==> src/rtl/core/lif_pkg.sv <==
`timescale 1ns / 1ps
// Shared types, codes and constants of the leaky integrate-and-fire neuron.
package lif_pkg;

	localparam int NUM_INPUTS_DEF  = 1024;
	localparam int VALUE_WIDTH_DEF = 16;

	localparam int IDX_W       = 10;
	localparam int DECAY_W     = 17;
	localparam int THRESH_W    = 16;
	localparam int SUM_GUARD   = 10;
	localparam int DECAY_FRAC  = 16;
	localparam int CFG_IDX_W   = 1;
	localparam int CFG_DATA_W  = 17;

	localparam logic [DECAY_W-1:0]         DECAY_ONE    = 17'd65536;
	localparam logic [DECAY_W-1:0]         DECAY_RESET  = 17'd58982;
	localparam logic signed [THRESH_W-1:0] THRESH_RESET = 16'sd256;

	typedef enum logic [1:0] {
		ACT_LOAD   = 2'd0,
		ACT_SPIKE  = 2'd1,
		ACT_FINISH = 2'd2
	} action_t;

	typedef enum logic [CFG_IDX_W-1:0] {
		REG_DECAY     = 1'b0,
		REG_THRESHOLD = 1'b1
	} cfg_reg_t;

	typedef struct packed {
		logic was_reset;
		logic saturated;
	} flags_t;

endpackage

==> src/rtl/core/lif_leak_unit.sv <==
`timescale 1ns / 1ps
// Membrane update: product stage, then floor shift, saturation and result register.
module lif_leak_unit #(
	parameter int VALUE_WIDTH = lif_pkg::VALUE_WIDTH_DEF,
	parameter int SUM_W       = lif_pkg::VALUE_WIDTH_DEF + lif_pkg::SUM_GUARD
) (
	input  logic                                clk,
	input  logic                                arst_n,
	input  logic                                take_valid,
	output logic                                take_ready,
	input  logic signed [VALUE_WIDTH-1:0]       membrane,
	input  logic signed [SUM_W-1:0]             spike_sum,
	input  logic [lif_pkg::DECAY_W-1:0]         decay,
	input  logic signed [lif_pkg::THRESH_W-1:0] fire_threshold,
	output logic                                res_valid,
	input  logic                                res_ready,
	output logic signed [VALUE_WIDTH-1:0]       res_membrane,
	output lif_pkg::flags_t                     res_flags
);

	localparam int CMP_W = (VALUE_WIDTH > lif_pkg::THRESH_W) ? VALUE_WIDTH : lif_pkg::THRESH_W;
	localparam int PM_W  = VALUE_WIDTH + lif_pkg::DECAY_W + 1;
	localparam int ACC_W = SUM_W + lif_pkg::DECAY_W + 1;

	logic [lif_pkg::DECAY_W-1:0]  d_clamp;
	logic [lif_pkg::DECAY_W-1:0]  one_minus;
	logic                         fired;
	logic signed [PM_W-1:0]       prod_m;
	logic signed [ACC_W-1:0]      prod_s;

	logic                         valid_s2;
	logic                         fired_s2;
	logic signed [PM_W-1:0]       prod_m_s2;
	logic signed [ACC_W-1:0]      prod_s_s2;

	logic signed [ACC_W-1:0]      acc;
	logic signed [ACC_W-1:0]      shifted;
	logic [ACC_W-VALUE_WIDTH:0]   upper;
	logic                         fits;
	logic signed [VALUE_WIDTH-1:0] clipped;

	logic                         adv_out;

	assign adv_out    = !res_valid || res_ready;
	assign take_ready = !valid_s2 || adv_out;

	assign d_clamp   = (decay > lif_pkg::DECAY_ONE) ? lif_pkg::DECAY_ONE : decay;
	assign one_minus = lif_pkg::DECAY_ONE - d_clamp;
	assign fired     = CMP_W'(membrane) > CMP_W'(fire_threshold);

	// A neuron that fired drops its leak term entirely.
	assign prod_m = fired ? PM_W'(0) : $signed({1'b0, d_clamp}) * membrane;
	assign prod_s = $signed({1'b0, one_minus}) * spike_sum;

	always_ff @(posedge clk) begin
		if (take_valid && take_ready) begin
			prod_m_s2 <= prod_m;
			prod_s_s2 <= prod_s;
			fired_s2  <= fired;
		end
	end

	always_ff @(posedge clk or negedge arst_n) begin
		if (!arst_n) begin
			valid_s2 <= 1'b0;
		end else if (take_ready) begin
			valid_s2 <= take_valid;
		end
	end

	// Arithmetic shift right gives floor rounding for negative sums.
	assign acc     = ACC_W'(prod_m_s2) + prod_s_s2;
	assign shifted = acc >>> lif_pkg::DECAY_FRAC;
	assign upper   = shifted[ACC_W-1:VALUE_WIDTH-1];
	assign fits    = (&upper) || !(|upper);

	always_comb begin
		if (fits) begin
			clipped = shifted[VALUE_WIDTH-1:0];
		end else if (shifted[ACC_W-1]) begin
			clipped = {1'b1, {(VALUE_WIDTH-1){1'b0}}};
		end else begin
			clipped = {1'b0, {(VALUE_WIDTH-1){1'b1}}};
		end
	end

	always_ff @(posedge clk) begin
		if (adv_out && valid_s2) begin
			res_membrane        <= clipped;
			res_flags.was_reset <= fired_s2;
			res_flags.saturated <= !fits;
		end
	end

	always_ff @(posedge clk or negedge arst_n) begin
		if (!arst_n) begin
			res_valid <= 1'b0;
		end else if (adv_out) begin
			res_valid <= valid_s2;
		end
	end

endmodule

==> config.mk <==
export PLATFORM = sky130hd
export DESIGN_NAME = lif_leak_unit
export DESIGN_NICKNAME = d
export VERILOG_FILES = /design/src/rtl/core/lif_pkg.sv /design/src/rtl/core/lif_leak_unit.sv
export SDC_FILE = /design/constraint.sdc
export NUM_CORES = 2
export LEC_CHECK = 0
export BUFFER_PORTS_ARGS = -buffer_cell sky130_fd_sc_hd__buf_2
export CELL_PAD_IN_SITES_DETAIL_PLACEMENT = 0
export CELL_PAD_IN_SITES_GLOBAL_PLACEMENT = 2
export CORE_ASPECT_RATIO = 1.2
export CORE_UTILIZATION = 42
export DETAILED_ROUTE_END_ITERATION = 10
export PLACE_DENSITY_LB_ADDON = 0.1
export SETUP_SLACK_MARGIN = 0.02
export SLEW_MARGIN = 20
export SYNTH_ARGS = -nofsm -noshare
export SYNTH_HDL_FRONTEND = slang
export SYNTH_SLANG_ARGS = --single-unit
==> constraint.sdc <==
create_clock -name clk -period 5.6 [get_ports clk]
set_clock_uncertainty 0.1 [all_clocks]
set_input_delay 1.12 -clock clk [delete_from_list [all_inputs] [get_ports clk]]
set_output_delay 1.12 -clock clk [all_outputs]
set_load 0.1 [all_outputs]
; Word level (Yosys, flattened, before mapping)
; Cells that the tools add are included.
[word_totals]
regBits = 99
in_bits = 79
out_inout_bits = 20
wordCells = 28
[classes]
order_cmp = 2
mul = 2
n_reduce_logical = 11
mux = 3
addsub = 2
[ops]
columns = operator, count
row1 = adder 34 x 44 -> 44 bit, 1
row2 = multiplier 18 x 26 -> 44 bit, 1
row3 = multiplier 18 x 16 -> 34 bit, 1
row4 = 2-to-1 mux 16 bit, 2
row5 = > comparator 17 bit (second input constant), 1
row6 = 2-to-1 mux 17 bit, 1
row7 = subtractor 17 bit (first input constant), 1
row8 = > comparator 16 bit, 1
row9 = AND reduction 13 bit, 1
row10 = OR reduction 13 bit, 1
row11 = zero test 1 bit, 4
row12 = logical OR 1 bit, 3
row13 = logical AND 1 bit, 2

; Depth between registers and ports, before layout
[depth]
ltp_word = 5
ltp_mapped = 37
ltp_nobuf = 35

; Worst setup path after synthesis
; No wires, ideal clock.
[synth_path]
path_kind = input -> register
startpoint = input port decay[2] in the netlist's numbering
endpoint = register prod_s_s2[39] (data pin)
setup_time_ns = 0.260
slack_ns = -3.811
n_path_buf = 2
stages = 35
arrival_time_ns = 9.052
required_time_ns = 5.240
path_cell_list = nor3_1 > and4_1 > and3_1 > a21boi_2 > nor2b_1 > clkbuf_1 > inv_1 > ha_1 > o211ai_1 > nor3_1 > xnor2_1 > clkbuf_1 > nand2_1 > fa_1 > inv_1 > fa_1 > inv_1 > fa_1 > inv_1 > fa_1 > fa_1 > inv_1 > fa_1 > inv_1 > ha_1 > o21ai_0 > nand2b_1 > a21oi_1 > a31oi_1 > a31oi_1 > o21ai_0 > a41oi_1 > a211o_1 > o21ba_2 > xnor2_1
[synth_between]
elab_chain_cells = 4
[synth_rtl]
columns = element, line
row1 = from (decl), lif_leak_unit.sv:13  ; input logic [lif_pkg::DECAY_W-1:0] decay,
row2 = > comparator 17 bit, lif_leak_unit.sv:47  ; assign d_clamp = (decay > lif_pkg::DECAY_ONE) ? lif_pkg::DECAY_ONE : decay;
row3 = 2-to-1 mux 17 bit *, lif_leak_unit.sv:47
row4 = subtractor 17 bit *, lif_leak_unit.sv:48  ; assign one_minus = lif_pkg::DECAY_ONE - d_clamp;
row5 = multiplier 18 x 26 -> 44 bit *, lif_leak_unit.sv:53  ; assign prod_s = $signed({1'b0, one_minus}) * spike_sum;
row6 = via prod_s[39], lif_leak_unit.sv:29  ; logic signed [ACC_W-1:0] prod_s;
row7 = to (signal assigned), lif_leak_unit.sv:58  ; prod_s_s2 <= prod_s;
row8 = to (decl), lif_leak_unit.sv:34  ; logic signed [ACC_W-1:0] prod_s_s2;
; The timed path passes the listed nets; every way through them passes the cells marked *.
; A chain may end at the register's enable or synchronous reset.

; Worst setup path after layout
[layout_path]
startpoint = input port decay[7] in the netlist's numbering
endpoint = register prod_s_s2[36] (data pin)
; The elaborated chain is that of the path after synthesis.

==> impl_metrics.yaml <==
outcome:
  status: "finished with violations"
  failed_checks: "negative setup slack"
global_routing:
  grt_overflow: 0
  met1_usage: 0.301
  top_usage_layer: "met2"
  grt_pass1_wl_mm: 148
  track_usage: 0.253
  antenna_found_initial: 1
  met3_usage: 0.0161
  grt_max_degree: 80
  grtUsageMet2: 0.483
  first_global_vias: 27500
die:
  die_x_microns: 251
  initial_core_util: 0.425
  die_area_sq_um: 75600
  core_sq_um: 73600
  ioPinCount: 99
  rows: 109
  fp.dieH_microns: 301
cells_and_area:
  area_delta_synth_final_pct: 25.0
  fin_area_sq_um: 39100
  layout_common_cells: "738 x inv_1, 615 x fa_1, 451 x nand2_1"
  drive_gt1_frac: 0.247
  finish.utilization: 0.531
  num_antenna_cells: 0
  layout.nets: 4939
  layout_commonest_cell: "inv_1"
critical_path:
  crit_required_ps: 5690
  end_kind: "flop"
  max_stage_delay_ps: 560
  cp_max_fo: 8
  worstPathArrival_ps: 8540
  crit_type: "input pin to flop"
  crit_top_cell: "fa_1"
  cp-start-kind: "input pin"
  slowest_stage: "fa_1"
sta:
  finalHoldViolCount: 0
  finalCritPeriodShare: 1.51
  rsz0062_at_grt: "yes"
  fin_crit_ps: 8460
  slew_headroom: 0.354
  finalSetupViolCount: 66
  max_freq_mhz: 118
  timing.final.ws_setup_ps: -2860
  slew_viol_final: 0
  worst_pin_slew_ps: 945
clocking:
  cts_tree: "done"
  cts_buffers: 9
  root_buffer: "clkbuf_16"
  clk_latency_ps: 370
  clock_sinks: 99
  h-tree-depth: 3
  clkTransAtPathRegs_ps: 80
  cts_buffer_depth: 2
place:
  io_buffer_count: 98
  hpwl_mm: 78.1
  routabilityCongestion: 0.896
  place_area_sq_um: 36500
routing:
  wl_per_cell_microns: 19.0
  routed_wl_mm: 92.5
  drt_pass1_iterations: 6
  drt_iter0_drc: 1067
  routed_via_density: 5.04
  ant_nets: 0
  drc: 0
  vias: 24600
synth:
  ys_seq_area_frac: 0.0947
  ys_seq_elements: 99
  synth_edf_count: 97
  synth_cell_types: 78
  synth_warnings: 0
  synthCells: 3444
  syn_area_sq_um: 31300
  syn_avg_cell_area_sq_um: 9.08
  synth_flop_cell: "edfxtp_1"
  synth_nets: 4451
  ys_async_sr_fraction: 0.0202
worst_hold_path:
  hold_class: "flop to flop"
run:
  drv_cap: 0
cell usage after synthesis (4+ instances only):
library cell  number  area [sq um]
o21a_1            18           135
xor2_1            39           342
xnor2_1           71           622
ha_1             289          3620
nor3_1            22           110
o21ai_0           50           250
a21o_1            50           375
nor2b_1           24           150
and2_1           305          1910
nor4_1             6          37.5
nand4_1           23           144
nand2_1          474          1780
a31oi_1           12          75.1
nand3_1           21           105
o211ai_1          12          90.1
or2_2              4          25.0
fa_1             639         12800
buf_2              5          25.0
a21oi_1          105           526
o31ai_1            7          52.6
a21oi_2            9          78.8
a211oi_1           8          60.1
and3_1            16           100
a211o_1            6          52.6
or3_1              6          37.5
nand2b_1          21           131
nor2_1            91           342
clkbuf_1         121           454
inv_1            787          2950
a21boi_0           4          30.0
buf_1              6          22.5
and4_1             7          61.3
edfxtp_1          97          2910
o21bai_1          18           135
repair_timing:
action / CTS / global route
gates cloned: 5 / 2
hold buffers: 0 / 0
pin swaps: 134 / 154
buffers inserted: 37 / 26
setup endpoints to repair: 68 / 66
gates resized for setup: 227 / 151
cell type report:
cell class,instances,area (sq um)
Clock buffer,9,225
Fill cell,6921,34600
Clock inverter,7,58.8
Tap cell,943,1180
Multi-Input combinational cell,2424,26600
Sequential cell,99,2960
Timing Repair Buffer,611,5130
Inverter,787,2960
per-layer routing:
layer / vias up / share of wire
li1: 11400 / -
met1: 12700 / 0.40
met2: 358 / 0.54
met3: 137 / 0.020
met4: 0 / 0.035
met5: - / 0
critical path: cells and delay by family:
kind	cells	cell delay, ps
buf+inv	9	820
compound gates	8	1490
simple gates	9	1430
fa+ha+maj	8	3420
xor+xnor	1	240
registers in the layout, summed over array words and instances, names as in the netlist:
| name | cells |
|---|---|
| res_membrane | 16 |
| valid_s2 | 1 |
| prod_m_s2 | 34 |
| res_flags | 2 |
| prod_s_s2 | 44 |
| fired_s2 | 1 |
| res_valid | 1 |
cell families (layout without fill, tap and decap cells):
logic type / Yosys count / count (layout) / synth area share
compound gates: 348 / 348 / 0.0752
mux: 2 / 2 / 0.000640
fa+ha+maj: 928 / 928 / 0.525
simple gates: 1035 / 1035 / 0.162
flops: 99 / 99 / 0.0947
xor+xnor: 111 / 111 / 0.0313
buf+inv: 921 / 1414 / 0.111
worst paths after layout:
check,from,slack [ps],to,cells past startpoint
max reg2reg,prod_s_s2[26],1050,res_membrane[8],12
max in group asynchronous,arst_n,4890,res_valid,1
min,fired_s2,320,res_flags[1],0
max,decay[7],-2860,prod_s_s2[36],35
min in group asynchronous,arst_n,410,valid_s2,1
min reg2reg,fired_s2,320,res_flags[1],0
per-stage QoR:
stage | TNS [ps] | hold slack [ps] | setup WS, ps | instances
floorplan | -123580 | 300 | -2950 | 3444
global placement | -170750 | 306 | -3500 | 4794
detailed placement | -176220 | 308 | -3640 | 4794
CTS | -120710 | 326 | -2810 | 4852
global route | -145010 | 331 | -3140 | 4880
finish | -130390 | 323 | -2860 | 4880
Power is not shown: default switching activity piles up to over one toggle a cycle in this logic, so the estimate is an artifact.
